## config.mk

```make
export PLATFORM = sky130hd
export DESIGN_NAME = display_message_frame_parser_unit
export DESIGN_NICKNAME = d
export VERILOG_FILES = /design/src/rtl/dmfp_pkg.sv /design/src/rtl/display_message_frame_parser_unit.sv
export SDC_FILE = /design/constraint.sdc
export NUM_CORES = 1
export LEC_CHECK = 0
export BUFFER_PORTS_ARGS = -buffer_cell sky130_fd_sc_hd__buf_2
export CAP_MARGIN = 30
export CORE_ASPECT_RATIO = 0.5
export CORE_MARGIN = 4
export CORE_UTILIZATION = 35
export DETAILED_ROUTE_END_ITERATION = 6
export GPL_TIMING_DRIVEN = 0
export PLACE_DENSITY = 0.53
export SETUP_SLACK_MARGIN = 0.05
export SLEW_MARGIN = 15
export SYNTH_ARGS = -nofsm -noshare
export SYNTH_HDL_FRONTEND = slang
export SYNTH_SLANG_ARGS = --single-unit
```

## constraint.sdc

```tcl
create_clock -name clk -period 3.85 [get_ports clk]
set_input_delay 0.1925 -clock clk [delete_from_list [all_inputs] [get_ports clk]]
set_output_delay 0.1925 -clock clk [all_outputs]
set_load 0.01 [all_outputs]
```

## src/rtl/dmfp_pkg.sv

```systemverilog
// Package for the display message frame parser: codes, widths and the result word type.
`default_nettype none
package dmfp_pkg;

  localparam int BYTE_W = 8;
  localparam int ADDR_W = 4;
  localparam int DATA_W = 32;

  // Register indexes
  localparam logic [1:0] REG_START     = 2'd0;
  localparam logic [1:0] REG_ID        = 2'd1;
  localparam logic [1:0] REG_ELEM_END  = 2'd2;
  localparam logic [1:0] REG_XFER_END  = 2'd3;

  localparam logic [7:0] START_RESET    = 8'd35;
  localparam logic [7:0] ID_RESET       = 8'd49;
  localparam logic [7:0] ELEM_END_RESET = 8'd36;
  localparam logic [7:0] XFER_END_RESET = 8'd37;

  // Parser states
  localparam logic [3:0] ST_IDLE   = 4'd0;
  localparam logic [3:0] ST_ID     = 4'd1;
  localparam logic [3:0] ST_COUNT  = 4'd2;
  localparam logic [3:0] ST_DIGITS = 4'd3;
  localparam logic [3:0] ST_KIND   = 4'd4;
  localparam logic [3:0] ST_SPEED  = 4'd5;
  localparam logic [3:0] ST_LEN    = 4'd6;
  localparam logic [3:0] ST_TEXT   = 4'd7;
  localparam logic [3:0] ST_ELEND  = 4'd8;
  localparam logic [3:0] ST_TXEND  = 4'd9;

  localparam logic [1:0] REPLY_NONE = 2'd0;
  localparam logic [1:0] REPLY_ACK  = 2'd1;
  localparam logic [1:0] REPLY_END  = 2'd2;

  localparam logic [2:0] EV_NONE   = 3'd0;
  localparam logic [2:0] EV_TEXT   = 3'd1;
  localparam logic [2:0] EV_ELEM   = 3'd2;
  localparam logic [2:0] EV_COMMIT = 3'd3;
  localparam logic [2:0] EV_ABORT  = 3'd4;

  localparam logic [7:0] CH_ZERO = 8'h30;
  localparam logic [7:0] CH_ONE  = 8'h31;
  localparam logic [7:0] CH_TWO  = 8'h32;

  localparam logic [7:0] ID_DIGITS = 8'd4;

  typedef struct packed {
    logic [1:0] reply;
    logic [2:0] event_res;
    logic [7:0] text_byte;
    logic [7:0] text_position;
    logic [7:0] element_number;
    logic [3:0] element_id;
    logic [1:0] element_kind;
    logic [7:0] speed;
    logic [7:0] element_total;
    logic       display_flash;
  } res_t;

endpackage
`default_nettype wire

```

## src/rtl/display_message_frame_parser_unit.sv

```systemverilog
// Display message frame parser: byte-wise frame parse with a two-word result buffer.
//
//  channel | signals                          | direction | notes
//  --------+----------------------------------+-----------+---------------------------
//  in      | in_valid in_ready rx_byte        | to block  | one received byte a word
//  out     | out_valid out_ready reply..flash | from block| one result word per byte
//  cfg     | psel penable pwrite paddr pwdata | to block  | four 8-bit registers
//          | prdata pready                    | from block| pready tied high
//
// One byte per cycle while in_ready is high: the parse step is one state transition
// between the state registers and the result register, or the skid word while the
// result register is held. The output register plus one skid word let input take one
// more byte while out_ready is low; in_ready drops only when both are full.
// rst is synchronous: state idle, counters and held fields zero, registers to defaults.
`default_nettype none
module display_message_frame_parser_unit (
  input  wire logic                     clk,
  input  wire logic                     rst,
  input  wire logic                     psel,
  input  wire logic                     penable,
  input  wire logic                     pwrite,
  input  wire logic [dmfp_pkg::ADDR_W-1:0] paddr,
  input  wire logic [dmfp_pkg::DATA_W-1:0] pwdata,
  output logic      [dmfp_pkg::DATA_W-1:0] prdata,
  output logic                          pready,
  input  wire logic                     in_valid,
  output logic                          in_ready,
  input  wire logic [7:0]               rx_byte,
  output logic                          out_valid,
  input  wire logic                     out_ready,
  output logic [1:0]                    reply,
  output logic [2:0]                    event_res,
  output logic [7:0]                    text_byte,
  output logic [7:0]                    text_position,
  output logic [7:0]                    element_number,
  output logic [3:0]                    element_id,
  output logic [1:0]                    element_kind,
  output logic [7:0]                    speed,
  output logic [7:0]                    element_total,
  output logic                          display_flash
);
  import dmfp_pkg::*;

  logic [7:0] start_byte, id_byte, element_end_byte, transfer_end_byte;

  logic [3:0] parse_state, parse_state_next;
  logic [7:0] total_elements, total_elements_next;
  logic [7:0] current_element, current_element_next;
  logic [7:0] count, count_next;
  logic [7:0] text_length, text_length_next;
  logic [1:0] kind_held, kind_held_next;
  logic [7:0] speed_held, speed_held_next;
  logic [3:0] id_held, id_held_next;
  logic       flash_flag, flash_flag_next;

  res_t res_next, res, skid_res;
  logic skid_valid;
  logic accept;
  logic [7:0] count_inc, element_inc;

  assign pready = 1'b1;
  assign in_ready = !skid_valid;
  assign accept = in_valid && in_ready;
  assign count_inc = count + 8'd1;
  assign element_inc = current_element + 8'd1;

  // Configuration registers
  always_ff @(posedge clk) begin
    if (rst) begin
      start_byte        <= START_RESET;
      id_byte           <= ID_RESET;
      element_end_byte  <= ELEM_END_RESET;
      transfer_end_byte <= XFER_END_RESET;
    end else if (psel && penable && pwrite) begin
      unique case (paddr[3:2])
        REG_START:    start_byte        <= pwdata[7:0];
        REG_ID:       id_byte           <= pwdata[7:0];
        REG_ELEM_END: element_end_byte  <= pwdata[7:0];
        REG_XFER_END: transfer_end_byte <= pwdata[7:0];
        default: ;
      endcase
    end
  end

  always_comb begin
    unique case (paddr[3:2])
      REG_START:    prdata = {24'd0, start_byte};
      REG_ID:       prdata = {24'd0, id_byte};
      REG_ELEM_END: prdata = {24'd0, element_end_byte};
      REG_XFER_END: prdata = {24'd0, transfer_end_byte};
      default:      prdata = '0;
    endcase
  end

  // Parse step
  always_comb begin
    parse_state_next     = parse_state;
    total_elements_next  = total_elements;
    current_element_next = current_element;
    count_next           = count;
    text_length_next     = text_length;
    kind_held_next       = kind_held;
    speed_held_next      = speed_held;
    id_held_next         = id_held;
    flash_flag_next      = flash_flag;
    res_next             = '0;

    unique case (parse_state)
      ST_ID: begin
        if (rx_byte == id_byte) begin
          parse_state_next = ST_COUNT;
        end else begin
          parse_state_next = ST_IDLE;
          count_next = '0;
          res_next.event_res = EV_ABORT;
        end
      end
      ST_COUNT: begin
        if (rx_byte != 8'd0) begin
          total_elements_next = rx_byte;
          parse_state_next = ST_DIGITS;
          res_next.reply = REPLY_ACK;
        end else begin
          parse_state_next = ST_IDLE;
          count_next = '0;
          res_next.event_res = EV_ABORT;
        end
      end
      ST_DIGITS: begin
        if (rx_byte == CH_ZERO || rx_byte == CH_ONE) begin
          // first digit lands in bit 3
          id_held_next[2'd3 - count[1:0]] = (rx_byte == CH_ONE);
          count_next = count_inc;
          if (count_inc >= ID_DIGITS) begin
            count_next = '0;
            parse_state_next = ST_KIND;
          end
        end else begin
          parse_state_next = ST_IDLE;
          count_next = '0;
          res_next.event_res = EV_ABORT;
        end
      end
      ST_KIND: begin
        if (rx_byte == CH_ZERO || rx_byte == CH_ONE || rx_byte == CH_TWO) begin
          kind_held_next = 2'(rx_byte - CH_ZERO);
          if (rx_byte == CH_TWO) flash_flag_next = 1'b1;
          parse_state_next = ST_SPEED;
        end else begin
          parse_state_next = ST_IDLE;
          count_next = '0;
          res_next.event_res = EV_ABORT;
        end
      end
      ST_SPEED: begin
        if (rx_byte != 8'd0) begin
          speed_held_next = rx_byte;
          parse_state_next = (kind_held == 2'd0) ? ST_LEN : ST_ELEND;
        end else begin
          parse_state_next = ST_IDLE;
          count_next = '0;
          res_next.event_res = EV_ABORT;
        end
      end
      ST_LEN: begin
        if (rx_byte != 8'd0) begin
          text_length_next = rx_byte;
          count_next = '0;
          parse_state_next = ST_TEXT;
        end else begin
          parse_state_next = ST_IDLE;
          count_next = '0;
          res_next.event_res = EV_ABORT;
        end
      end
      ST_TEXT: begin
        // text bytes pass straight through, never answered
        res_next.event_res = EV_TEXT;
        res_next.text_byte = rx_byte;
        res_next.text_position = count;
        res_next.element_number = current_element;
        count_next = count_inc;
        if (count_inc == text_length) begin
          count_next = '0;
          parse_state_next = ST_ELEND;
        end
      end
      ST_ELEND: begin
        if (rx_byte == element_end_byte) begin
          res_next.reply = REPLY_ACK;
          res_next.event_res = EV_ELEM;
          res_next.element_number = current_element;
          res_next.element_id = id_held;
          res_next.element_kind = kind_held;
          res_next.speed = speed_held;
          current_element_next = element_inc;
          count_next = '0;
          parse_state_next = (element_inc == total_elements) ? ST_TXEND : ST_DIGITS;
        end else begin
          parse_state_next = ST_IDLE;
          count_next = '0;
          res_next.event_res = EV_ABORT;
        end
      end
      ST_TXEND: begin
        // hold here on any other byte
        if (rx_byte == transfer_end_byte) begin
          res_next.reply = REPLY_END;
          res_next.event_res = EV_COMMIT;
          res_next.element_total = total_elements;
          current_element_next = '0;
          count_next = '0;
          parse_state_next = ST_IDLE;
        end
      end
      default: begin
        // idle and unused codes
        parse_state_next = ST_IDLE;
        if (rx_byte == start_byte) begin
          flash_flag_next = 1'b0;
          current_element_next = '0;
          count_next = '0;
          parse_state_next = ST_ID;
        end
      end
    endcase

    res_next.display_flash = flash_flag_next;
  end

  always_ff @(posedge clk) begin
    if (rst) begin
      parse_state     <= ST_IDLE;
      total_elements  <= '0;
      current_element <= '0;
      count           <= '0;
      text_length     <= '0;
      kind_held       <= '0;
      speed_held      <= '0;
      id_held         <= '0;
      flash_flag      <= 1'b0;
    end else if (accept) begin
      parse_state     <= parse_state_next;
      total_elements  <= total_elements_next;
      current_element <= current_element_next;
      count           <= count_next;
      text_length     <= text_length_next;
      kind_held       <= kind_held_next;
      speed_held      <= speed_held_next;
      id_held         <= id_held_next;
      flash_flag      <= flash_flag_next;
    end
  end

  // Result register and skid word
  always_ff @(posedge clk) begin
    if (rst) begin
      out_valid  <= 1'b0;
      skid_valid <= 1'b0;
    end else if (!out_valid || out_ready) begin
      if (skid_valid) begin
        out_valid  <= 1'b1;
        skid_valid <= 1'b0;
      end else begin
        out_valid <= accept;
      end
    end else if (accept) begin
      skid_valid <= 1'b1;
    end
  end

  always_ff @(posedge clk) begin
    if (!out_valid || out_ready) begin
      if (skid_valid) res <= skid_res;
      else if (accept) res <= res_next;
    end else if (accept) begin
      skid_res <= res_next;
    end
  end

  assign reply          = res.reply;
  assign event_res      = res.event_res;
  assign text_byte      = res.text_byte;
  assign text_position  = res.text_position;
  assign element_number = res.element_number;
  assign element_id     = res.element_id;
  assign element_kind   = res.element_kind;
  assign speed          = res.speed;
  assign element_total  = res.element_total;
  assign display_flash  = res.display_flash;

endmodule
`default_nettype wire

```

==> Word level (Yosys, flattened, before mapping) <==
Index checks and enable logic that the tools add are counted.
{ "word_totals": {"word_cells": 159, "reg_bits": 189} }
{ "classes": {"n_eq_ne": 28, "mux": 52, "order_cmp": 3, "reduce_logical": 35, "bitwise_logic": 2, "n_addsub": 4} }
{ "op_table": {"columns": ["operator", "n"], "rows": [
  ["32-bit case mux with 4 select lines", 1],
  ["52-bit two-way mux", 2],
  ["8-bit two-way mux", 11],
  ["8-bit case mux with 7 select lines", 1],
  ["8-bit == test", 6],
  ["4-bit case mux with 9 select lines", 1],
  ["4-bit two-way mux", 8],
  ["8-bit by 6-bit == test with 1-bit output, second input constant", 3],
  ["8-bit case mux with 3 select lines", 1],
  ["22-bit two-way mux", 1],
  ["3-bit two-way mux", 7],
  ["3-bit case mux with 7 select lines", 1],
  ["8-bit by 1-bit adder with 8-bit output, second input constant", 2],
  ["4-bit by 3-bit == test with 1-bit output, second input constant", 4],
  ["16-bit two-way mux", 1],
  ["8-bit case mux with 2 select lines", 1],
  ["8-bit nonzero test", 2],
  ["3-bit AND reduction", 5],
  ["14-bit two-way mux", 1],
  ["2-bit != test, second input constant", 6],
  ["2-bit AND reduction", 6],
  ["4-bit by 2-bit == test with 1-bit output, second input constant", 2],
  ["4-bit == test, second input constant", 2],
  ["8-bit by 3-bit >= comparator with 1-bit output, second input constant", 1],
  ["29 further kinds", 48]
]} }

==> Longest topological paths before layout <==
Gate-level depths: netlist of run 1.
{ "depth": {"word_depth": 7, "mapped_depth": 10, "depth_no_buf": 9} }

==> Worst setup path after synthesis of run 1 <==
OpenSTA, ideal clock, no wires.
{ "synth_path": {"path_kind": "reg2reg", "startpoint": "register skid_valid", "endpoint": "register skid_res[0] in the netlist's numbering (enable)", "n_path_buf": 1, "period_less_slack_ns": 3.396, "path_slack_ns": 0.454, "t_arrival_ns": 2.934, "path_stages_with_launch": 5, "required_time_ns": 3.388, "path_cell_list": "dfxtp_1 clkbuf_1 inv_2 nand2_1 nor2_1"} }
{ "synth_between": {"elab_chain_len": 3} }
{ "synth_lines": {"columns": ["item", "line", "source"], "rows": [
  ["start, declared", "display_message_frame_parser_unit.sv:57", "logic skid_valid;"],
  ["start signal, assigned", "display_message_frame_parser_unit.sv:259", "skid_valid <= 1'b0;"],
  ["start signal, assigned", "display_message_frame_parser_unit.sv:263", "skid_valid <= 1'b0;"],
  ["start signal, assigned", "display_message_frame_parser_unit.sv:268", "skid_valid <= 1'b1;"],
  ["1-bit logical NOT", "display_message_frame_parser_unit.sv:62", "assign in_ready = !skid_valid;"],
  ["1-bit logical AND", "display_message_frame_parser_unit.sv:63", "assign accept = in_valid && in_ready;"],
  ["2-bit AND reduction (no source line)", null, null],
  ["end signal, assigned", "display_message_frame_parser_unit.sv:277", "skid_res <= res_next;"],
  ["end, declared", "display_message_frame_parser_unit.sv:56", "res_t res_next, res, skid_res;"]
]} }
Every way passes these cells.
A chain may end at the register's enable or synchronous reset.

==> Final worst setup path of run 1 <==
{ "layout_path": {"startpoint": "register parse_state[3]", "endpoint": "register count[6]"} }
{ "layout_between": {"elab_chain_len": 4, "elab_cells_between_ends": 18, "classes_between": "eq/ne: 13; mux: 1; reduce/logical: 4"} }
{ "layout_lines": {"columns": ["item", "line", "source"], "rows": [
  ["start, declared", "display_message_frame_parser_unit.sv:46", "logic [3:0] parse_state, parse_state_next;"],
  ["start signal, assigned", "display_message_frame_parser_unit.sv:243", "parse_state <= parse_state_next;"],
  ["4-bit by 3-bit == test with 1-bit output (tied with other cells)", "display_message_frame_parser_unit.sv:108", "unique case (parse_state)"],
  ["2-bit OR reduction (no source line)", null, null],
  ["8-bit nonzero test (no source line) or 2-bit != test (tied branches)", null, null],
  ["6-bit AND reduction (no source line)", null, null],
  ["end signal, assigned", "display_message_frame_parser_unit.sv:246", "count <= count_next;"],
  ["end, declared", "display_message_frame_parser_unit.sv:49", "logic [7:0] count, count_next;"]
]} }
Several ways; a longest one is shown, not always the timed one.

==> flow_metrics.tcl, run 1 <==
set metrics [dict create \
    avgSynthCellArea_um2 11.69 \
    rows 41 \
    first_pass_iters 5 \
    use_met3_pct 4.185 \
    yosysTopAreaCell "edfxtp_1" \
    io-pin-count 138 \
    wl_per_cell_um 17.90 \
    insertion_delay_ps 450 \
    ir_drop_mv 0.2998 \
    antenna_cells 0 \
    finalCritPeriodShare_pct 83.26 \
    ctsHoldBuffers 0 \
    worstRegToRegCells 8 \
    outcome "complete, no violations" \
    via_count 6113 \
    ys_seq_area_share_pct 53.39 \
    drcViolationCount 0 \
    core_um2 25290 \
    final_core_util_pct 42.17 \
    root_buffer "clkbuf_16" \
    leakage_nw 4.175 \
    ant_nets 0 \
    synth_edf_count 104 \
    clk_path_buf_depth 2 \
    cts_tree "yes" \
    cp_data_required_time_ps 4220 \
    final_hold_viol_count 0 \
    max-cap-violations 0 \
    drt-total-wl_um 22460 \
    final_area_um2 10660 \
    fmax_mhz 312.0 \
    post_cts_buffers 0 \
    first_iter_violations 491 \
    setup_viol 0 \
    drv_slew 0 \
    crit-reg2reg-launch "parse_state[3]" \
    grt_pass1_wl_um 35280 \
    dp_hpwl_um 16300 \
    antenna_found_initial 0 \
    synthArstFlopShare_pct 0 \
    critPathCaptureType "flip-flop" \
    crit_start "parse_state[3]" \
    place_area_um2 10060 \
    synth_area_um2 9037 \
    final-seq-area_um2 4825 \
    synth.top_cells.by_area "edfxtp_1 (35%), dfxtp_1 (19%), mux2i_1 (7.1%)" \
    netlist_instances 773 \
    grtUsageMet2_pct 24.82 \
    min_path_type "in2reg" \
    port_buffers 79 \
    timing.rr.end "count[6]" \
    grt_pass1_vias 6094 \
    cts.sinks 189 \
    holdWs_ps 33.09 \
    relSlewSlack_pct 42.77 \
    die_x_um 235.3 \
    clkTransAtPathRegs_ps 80 \
    multi_input_comb_area_um2 3877 \
    fp.dieH_um 121.6 \
    synth_ff_type "edfxtp_1" \
    worstPathMaxFanout 10 \
    die-area_um2 28610 \
    overflow 0 \
    finalCriticalPeriod_ps 3205 \
    fin_nets 954 \
    ys_warn_count 0 \
    yosys-top-cells-count "edfxtp_1 (104), dfxtp_1 (85), nor2_1 (82)" \
    worstMarginPinSlew_ps 853.8 \
    critPathCapture "count[6]" \
    use_met1_pct 22.64 \
    post_route_cells_drive_above_1_share_pct 25.58 \
    fin_worst_skew_ps 11.28 \
    total_power_w 0.004337 \
    grt_max_degree 53 \
    crit_arrival_ps 3570 \
    grt_usage_pct 15.95 \
    timing.reg2reg.setup_slack_ps 640 \
    synth_top_area_share_pct 34.56 \
    viasPerCell 4.871 \
    p_per_area_nw_per_um2 406.7 \
    gp_congestion 0.8884 \
    cts_resized 0 \
    yosysMostFrequentCell "edfxtp_1" \
    ys_ff_latch 189 \
    crit_path_start_kind "flip-flop" \
    grt.busiest_layer "met2" \
    cts_buffers 17 \
    area_delta_synth_final_pct 18.00 \
    fillerInstances 2455 \
    htree_levels 4 \
    start_util_pct 35.73 \
    ys_types 67 \
    path_class "reg2reg" \
    rsz0062_at_grt "false" \
]
[registers in the layout (all words and copies together) (netlist names), 8 cells and up]
name / cells
element_number: 8
transfer_end_byte: 8
element_total: 8
skid_res: 52
text_position: 8
total_elements: 8
start_byte: 8
element_end_byte: 8
text_byte: 8
current_element: 8
count: 8
speed: 8
id_byte: 8
text_length: 8
speed_held: 8
[cell type report]
cell class,instances,share of cell area (%)
Sequential cell,189,45.24
Multi-Input combinational cell,527,36.36
Timing Repair Buffer,83,4.435
Tap cell,344,4.036
Clock buffer,17,3.989
Buffer,71,3.907
Clock inverter,15,1.713
Inverter,9,0.3168
[power by group]
group	internal, W	switching [W]	leakage, nW
clock network	0.000981	0.000845	0.293
logic	0.000121	0.000199	2.18
registers	0.00217	0.0000180	1.70
[worst min-delay path by stage]
stage                    start              endpoint  slack, ps  cells past startpoint
finish               pwdata[0]  transfer_end_byte[0]         30                      3
global route         pwdata[5]  transfer_end_byte[5]         20                      3
CTS                  pwdata[1]         start_byte[1]         10                      3
detailed placement  flash_flag            flash_flag        450                      2
global placement    flash_flag            flash_flag        450                      2
floorplan            pwdata[0]            id_byte[0]        320                      2
[kinds of logic (layout without fill, tap and decap cells)]
kind of cell             Yosys count  count (layout)  synth area share (%)
AO/OA/AOI/OAI                     68              68                 4.970
other                              2              25               0.08310
buffers and inverters             80             195                 4.984
adder cells (fa/ha/maj)            5               5                0.6922
AND/OR/NAND/NOR                  252             252                 14.74
XOR/XNOR                          54              54                 5.704
flip-flops                       189             189                 53.39
multiplexers                     123             123                 15.44
[layer usage]
| metal | wire (um) | vias to the layer above |
|---|---|---|
| met3 | 1018 | 13 |
| li1 | - | 2976 |
| met4 | 194 | 0 |
| met5 | 0 | - |
| met1 | 11270 | 2986 |
| met2 | 9982 | 138 |
[critical path, stage by stage, from the launching register on]
cell,delay (ps)
dfxtp_1,310
buf_4,160
nand3b_1,250
nor2_1,670
inv_1,350
a41oi_1,370
clkbuf_1,350
or4b_1,470
a31oi_1,190
[layout by cell type, fill, tap and decap left out, drive strengths merged, types with 6 or more instances in the layout]
cell type  count
buf          127
edfxtp       104
dfxtp         85
nor2          83
mux2i         64
mux2          51
clkbuf        44
nand2         42
and2          42
xor2          33
conb          25
a21oi         19
xnor2         18
nand3         15
o21ai         14
inv           14
nor4          13
nor2b         11
mux4           8
nor3           8
clkinv         7
o31ai          6
[through the flow]
stage	cells	worst slack, ps	setup TNS (ps)
detailed placement	1223	635.8	0
global route	1255	483.6	0
global placement	1219	-1014	-52610
floorplan	796	454.1	0
CTS	1255	622.6	0
finish	1255	644.5	0
(Power assumes the default switching activity.)
==> inputs of run 2 (changes only) <==
--- a/config.mk
+++ b/config.mk
@@ -5,6 +5,7 @@
 export SDC_FILE = /design/constraint.sdc
 export NUM_CORES = 1
 export LEC_CHECK = 0
+export ABC_AREA = 1
 export BUFFER_PORTS_ARGS = -buffer_cell sky130_fd_sc_hd__buf_2
 export CAP_MARGIN = 30
 export CORE_ASPECT_RATIO = 0.5
@@ -12,7 +13,7 @@
 export CORE_UTILIZATION = 35
 export DETAILED_ROUTE_END_ITERATION = 6
 export GPL_TIMING_DRIVEN = 0
-export PLACE_DENSITY = 0.53
+export PLACE_DENSITY = 0.54
 export SETUP_SLACK_MARGIN = 0.05
 export SLEW_MARGIN = 15
 export SYNTH_ARGS = -nofsm -noshare
==> constraint.sdc (replaced) <==
create_clock -name clk -period 2.8 [get_ports clk]
set_input_delay 0.14 -clock clk [delete_from_list [all_inputs] [get_ports clk]]
set_output_delay 0.14 -clock clk [all_outputs]
set_load 0.01 [all_outputs]
==> run 2 against run 1 <==
Compared with the run above: largest power group unchanged; critical endpoint is now skid_res[15]; first-iteration DRC count is 2.4% higher; flip-flop and latch count stayed put; die area is 0.89% higher; via count is 22% higher; worst setup slack worse by 430 ps; critical path depth is 2 lower; cell count is 27% higher; register-to-register slack worse by 430 ps; non-clock buffer count is 1 lower; synthesized cell count is 44% higher.
==> flow_metrics.tcl, run 2 <==
set metrics [dict create \
    start_util_pct 35.85 \
    final_core_util_pct 42.43 \
    clk_path_buf_depth 2 \
    yosysTopAreaCell "edfxtp_1" \
    synth.top_cells.by_area "edfxtp_1 (34%), dfxtp_1 (19%), nand2_1 (13%)" \
    die-area_um2 28870 \
    die_x_um 236.3 \
    drt-total-wl_um 24640 \
    worstRegToRegCells 6 \
    final_cell_mix "nand2_1 (324), nor2_1 (154), edfxtp_1 (104)" \
    cts_resized 0 \
    min_to "out_valid" \
    worst_slack_ps 213.9 \
    fmax_mhz 386.7 \
    fin_nets 1298 \
    leakage_nw 4.567 \
    cts_tree "yes" \
    hold_depth 3 \
    ys_seq_area_share_pct 52.89 \
    dp_hpwl_um 18200 \
    worstPathMaxFanout 25 \
    setup_viol 0 \
    crit_start "skid_valid" \
    avgSynthCellArea_um2 8.218 \
    ant_nets 0 \
    finalCritPeriodShare_pct 92.36 \
    grt_max_degree 31 \
    insertion_delay_ps 470 \
    grt_pass1_wl_um 39050 \
    htree_levels 4 \
    overflow 0 \
    final_hold_viol_count 0 \
    via_count 7482 \
    clkTransAtPathRegs_ps 80 \
    grt_pass1_vias 7198 \
    path_class "reg2reg" \
    fin_worst_skew_ps 19.22 \
    synth_edf_count 104 \
    ys_ff_latch 189 \
    relSlewSlack_pct 41.18 \
    holdWs_ps 25.06 \
    cts_buffers 17 \
    wl_per_cell_um 15.41 \
    cts.sinks 189 \
    io-pin-count 138 \
    final_common_cell "nand2_1" \
    rsz0062_at_grt "false" \
    yosys-top-cells-count "nand2_1 (324), nor2_1 (156), edfxtp_1 (104)" \
    outcome "complete, no violations" \
    rows 41 \
    timing.reg2reg.setup_slack_ps 210 \
    drcViolationCount 0 \
    ys_types 44 \
    root_buffer "clkbuf_16" \
    p_per_area_nw_per_um2 564.3 \
    synth_area_um2 9122 \
    fp.dieH_um 122.2 \
    worstMarginPinSlew_ps 874.3 \
    crit-reg2reg-launch "skid_valid" \
    yosysMostFrequentCell "nand2_1" \
    gp_congestion 0.9273 \
    drv_slew 0 \
    antenna_cells 0 \
    cp_data_required_time_ps 2960 \
    synth_ff_type "edfxtp_1" \
    ir_drop_mv 0.4183 \
    min_from "in_valid" \
    crit_arrival_ps 2750 \
    grt_usage_pct 17.41 \
    max-cap-violations 0 \
    synthArstFlopShare_pct 0 \
    finalCriticalPeriod_ps 2586 \
    min_path_type "in2reg" \
    first_pass_iters 5 \
    post_route_cells_drive_above_1_share_pct 15.46 \
    first_iter_violations 503 \
    crit_path_start_kind "flip-flop" \
    top_register "skid_res" \
    largest_reg_flops 52 \
    netlist_instances 1110 \
    critPathCaptureType "flip-flop" \
    ys_warn_count 0 \
    area_delta_synth_final_pct 18.34 \
    core_um2 25440 \
    synth_top_area_share_pct 34.23 \
    place_ws_ps 188.5 \
    antenna_found_initial 0 \
    timing.rr.end "skid_res[15]" \
    viasPerCell 4.679 \
    port_buffers 79 \
]
-- run 2: changes by cell type after synthesis, sizes merged, moves of 11 or more --
cell and delta:
a21oi +37, and2 -41, clkbuf -11, inv +94
mux2 -51, mux2i -64, nand2 +291, nand3 +46
nor2 +84, nor2b -11, nor4 -12, o21ai +53
xor2 -24
-- run 2: how the worst max path moves through the flow --
stage	slack, ps	end	cells past startpoint
floorplan	90	skid_res[0]	4
global placement	-1210	skid_res[15]	4
detailed placement	190	skid_res[15]	6
CTS	160	skid_res[14]	6
global route	80	skid_res[17]	6
finish	210	skid_res[15]	6
-- run 2: power breakdown --
part / internal, W / switching [W] / total, W
combinational: 0.000196 / 0.000366 / 0.000563
clock: 0.00127 / 0.00121 / 0.00249
sequential: 0.00301 / 0.0000367 / 0.00304
total: 0.00448 / 0.00162 / 0.00609
-- run 2: what timing repair did --
action / in CTS / in global routing
hold buffers: 8 / 0
hold endpoints to repair: 21 / 0
setup buffers: 0 / 0
-- run 2: layout make-up --
cell class / instances / area [um2]
Buffer: 63 / 406.6
Clock buffer: 17 / 425.4
Clock inverter: 15 / 172.7
Fill cell: 2617 / 14650
Inverter: 104 / 395.4
Multi-Input combinational cell: 777 / 3597
Sequential cell: 189 / 4825
Tap cell: 344 / 430.4
Timing Repair Buffer: 90 / 543.0
-- run 2: worst max-delay path, stage by stage (launching register included) --
cell	delay, ps
dfxtp_1	300
clkbuf_1	220
nor2_1	720
inv_1	260
nor2_4	340
buf_12	230
buf_16	190
-- run 2: per-stage QoR --
stage	cell area, um2	power (W)	instances	setup TNS (ps)
final	10800	0.006092	1599	0
after CTS	10800	0.006149	1599	0
after floorplan	9214	0.003457	1133	0
after detailed placement	10120	0.003661	1559	0
after global routing	10800	0.006340	1599	0
after global placement	10040	0.003647	1556	-88720
-- run 2: cells by family after synthesis --
group	share of synthesized area [%]
simple gates	26.66
compound gates	7.914
buf+inv	8.792
xor+xnor	2.976
flops	52.89
fa+ha+maj	0.6858
other cells	0.08232
-- run 2: routing by layer --
layer / vias up / global-route usage, % / share of wire [%]
li1: 3797 / - / -
met1: 3487 / 24.09 / 50
met2: 170 / 27.42 / 44
met3: 28 / 4.162 / 4.8
met4: 0 / 5.064 / 1.4
met5: - / 0 / 0
==> inputs of run 3 (changes only) <==
--- a/config.mk
+++ b/config.mk
@@ -6,14 +6,14 @@
 export NUM_CORES = 1
 export LEC_CHECK = 0
 export ABC_AREA = 1
-export BUFFER_PORTS_ARGS = -buffer_cell sky130_fd_sc_hd__buf_2
 export CAP_MARGIN = 30
 export CORE_ASPECT_RATIO = 0.5
 export CORE_MARGIN = 4
 export CORE_UTILIZATION = 35
 export DETAILED_ROUTE_END_ITERATION = 6
+export DONT_BUFFER_PORTS = 1
 export GPL_TIMING_DRIVEN = 0
-export PLACE_DENSITY = 0.54
+export PLACE_DENSITY = 0.5
 export SETUP_SLACK_MARGIN = 0.05
 export SLEW_MARGIN = 15
 export SYNTH_ARGS = -nofsm -noshare
==> run 3 against run 2 <==
Compared with the run above: hold slack improved by 18 ps; clock skew decreased by 2.8 ps; die area stayed put; register-to-register slack barely moved; critical path type unchanged; combinational power is 15% lower; worst setup slack got worse by 4.1 ps; design area fell by 3.7%; total power shrank 2.8%; largest power group unchanged; fmax down 0.16%; largest cell class unchanged.
==> flow_metrics.tcl, run 3 (synthesis gave the netlist of run 2 again) <==
set metrics [dict create \
    ant_nets 0 \
    die-area_um2 28870 \
    fmax_mhz 386.1 \
    critPathCaptureType "flip-flop" \
    outcome "complete, no violations" \
    htree_levels 4 \
    worstPathMaxFanout 27 \
    post_cts_buffers 0 \
    cts_buffers 17 \
    timing.reg2reg.setup_slack_ps 210 \
    gp_congestion 0.8844 \
    die_x_um 236.3 \
    setup_viol 0 \
    p_per_area_nw_per_um2 569.1 \
    crit_path_start_kind "flip-flop" \
    finalCritPeriodShare_pct 92.51 \
    ir_drop_mv 0.4008 \
    holdWs_ps 43.15 \
    final_core_util_pct 40.87 \
    core_um2 25440 \
    grt.busiest_layer "met2" \
    grt_pass1_vias 6859 \
    cp.depth 6 \
    post_route_cells_drive_above_1_share_pct 9.500 \
    antenna_found_initial 2 \
    path_class "reg2reg" \
    ctsHoldBuffers 11 \
    worstMarginPinSlew_ps 906.4 \
    start_util_pct 35.85 \
    cts.sinks 189 \
    io-pin-count 138 \
    root_buffer "clkbuf_16" \
    timing.rr.end "skid_res[6]" \
    leakage_nw 4.225 \
    relSlewSlack_pct 39.02 \
    via_count 7118 \
    clk_path_buf_depth 2 \
    crit_start "skid_valid" \
    path_cells "clkbuf_1 -> nor2_1 -> inv_1 -> nor2_4 -> buf_16 -> buf_12" \
    drcViolationCount 0 \
    crit_arrival_ps 2740 \
    cp_slowest_cell "nor2_1" \
    overflow 0 \
    port_buffers 0 \
    grt_usage_pct 17.32 \
    final_hold_viol_count 0 \
    rows 41 \
    fin_worst_skew_ps 16.40 \
    max_stage_delay_ps 710 \
    cp_top_family "simple AND/OR/NAND/NOR gates" \
    cts_resized 0 \
    first_iter_violations 407 \
    cp_data_required_time_ps 2950 \
    clkTransAtPathRegs_ps 80 \
    fp.dieH_um 122.2 \
    drt-total-wl_um 24500 \
    viasPerCell 4.668 \
    insertion_delay_ps 450 \
    top_register "skid_res" \
    worstRegToRegCells 6 \
    use_met1_pct 24.20 \
    largest_reg_flops 52 \
    min_from "rx_byte[0]" \
    first_pass_iters 5 \
    max-cap-violations 0 \
    crit-reg2reg-launch "skid_valid" \
    area_delta_synth_final_pct 14.00 \
    fin_nets 1222 \
    grt_max_degree 31 \
    critPathCapture "skid_res[6]" \
    cp.buffers_inverters 4 \
    wl_per_cell_um 16.07 \
    final_cell_mix "nand2_1 (324), nor2_1 (154), edfxtp_1 (104)" \
    drv_slew 0 \
    fillerInstances 2671 \
    min_path_type "in2reg" \
    cts_tree "yes" \
    rsz0062_at_grt "false" \
    finalCriticalPeriod_ps 2590 \
    grt_pass1_wl_um 38510 \
    use_met3_pct 4.388 \
    dp_hpwl_um 18140 \
    final_common_cell "nand2_1" \
    grtUsageMet2_pct 26.98 \
]
run 3: changes by cell type in the layout (fill, tap and decap cells not counted), sizes merged:
cell and delta:
clkinv +3, dlygate4sd3 +3, diode +2, buf -79, inv -6, clkbuf +3
run 3: per-layer routing:
metal / vias up / wire length, um
li1: 3644 / -
met1: 3320 / 12430
met2: 138 / 10630
met3: 16 / 1192
met4: 0 / 250
met5: - / 0
run 3: cell type report:
cell class,count,area (um2),area share [%]
multi-input combinational,777,3597,34.59
antenna,2,5.005,0.04812
timing repair buffer,14,177.7,1.708
sequential,189,4825,46.39
inverter,104,395.4,3.802
tap,344,430.4,4.139
buffer,63,406.6,3.910
clock inverter,12,116.4,1.119
clock buffer,20,446.7,4.295
run 3: worst min path at each step:
stage	endpoint	slack [ps]	depth (start not counted)
floorplan	id_byte[0]	250	2
global placement	id_byte[0]	260	2
detailed placement	id_byte[0]	260	2
CTS	text_length[0]	20	3
global route	text_length[0]	60	3
finish	text_length[0]	40	3
run 3: through the flow:
stage / std cells / power, W / setup WS [ps] / setup TNS [ps] / area [um2]
after floorplan: 1133 / 0.003457 / 93.50 / 0 / 9214
after global placement: 1477 / 0.003591 / -1244 / -96650 / 9644
after detailed placement: 1480 / 0.003600 / 221.1 / 0 / 9722
after CTS: 1523 / 0.005978 / 205.8 / 0 / 10400
after global routing: 1525 / 0.006150 / 107.0 / 0 / 10400
final: 1525 / 0.005918 / 209.8 / 0 / 10400
run 3: power breakdown:
group	internal [W]	switching, W	leakage (nW)
clock	0.00126	0.00110	0.275
combinational	0.000157	0.000319	2.24
sequential	0.00301	0.0000692	1.70
run 3: tightest hold or removal path, delay by kind of cell:
kind            cells  cell delay (ps)
buf+inv             1              140
compound gates      1               60
simple gates        1               90
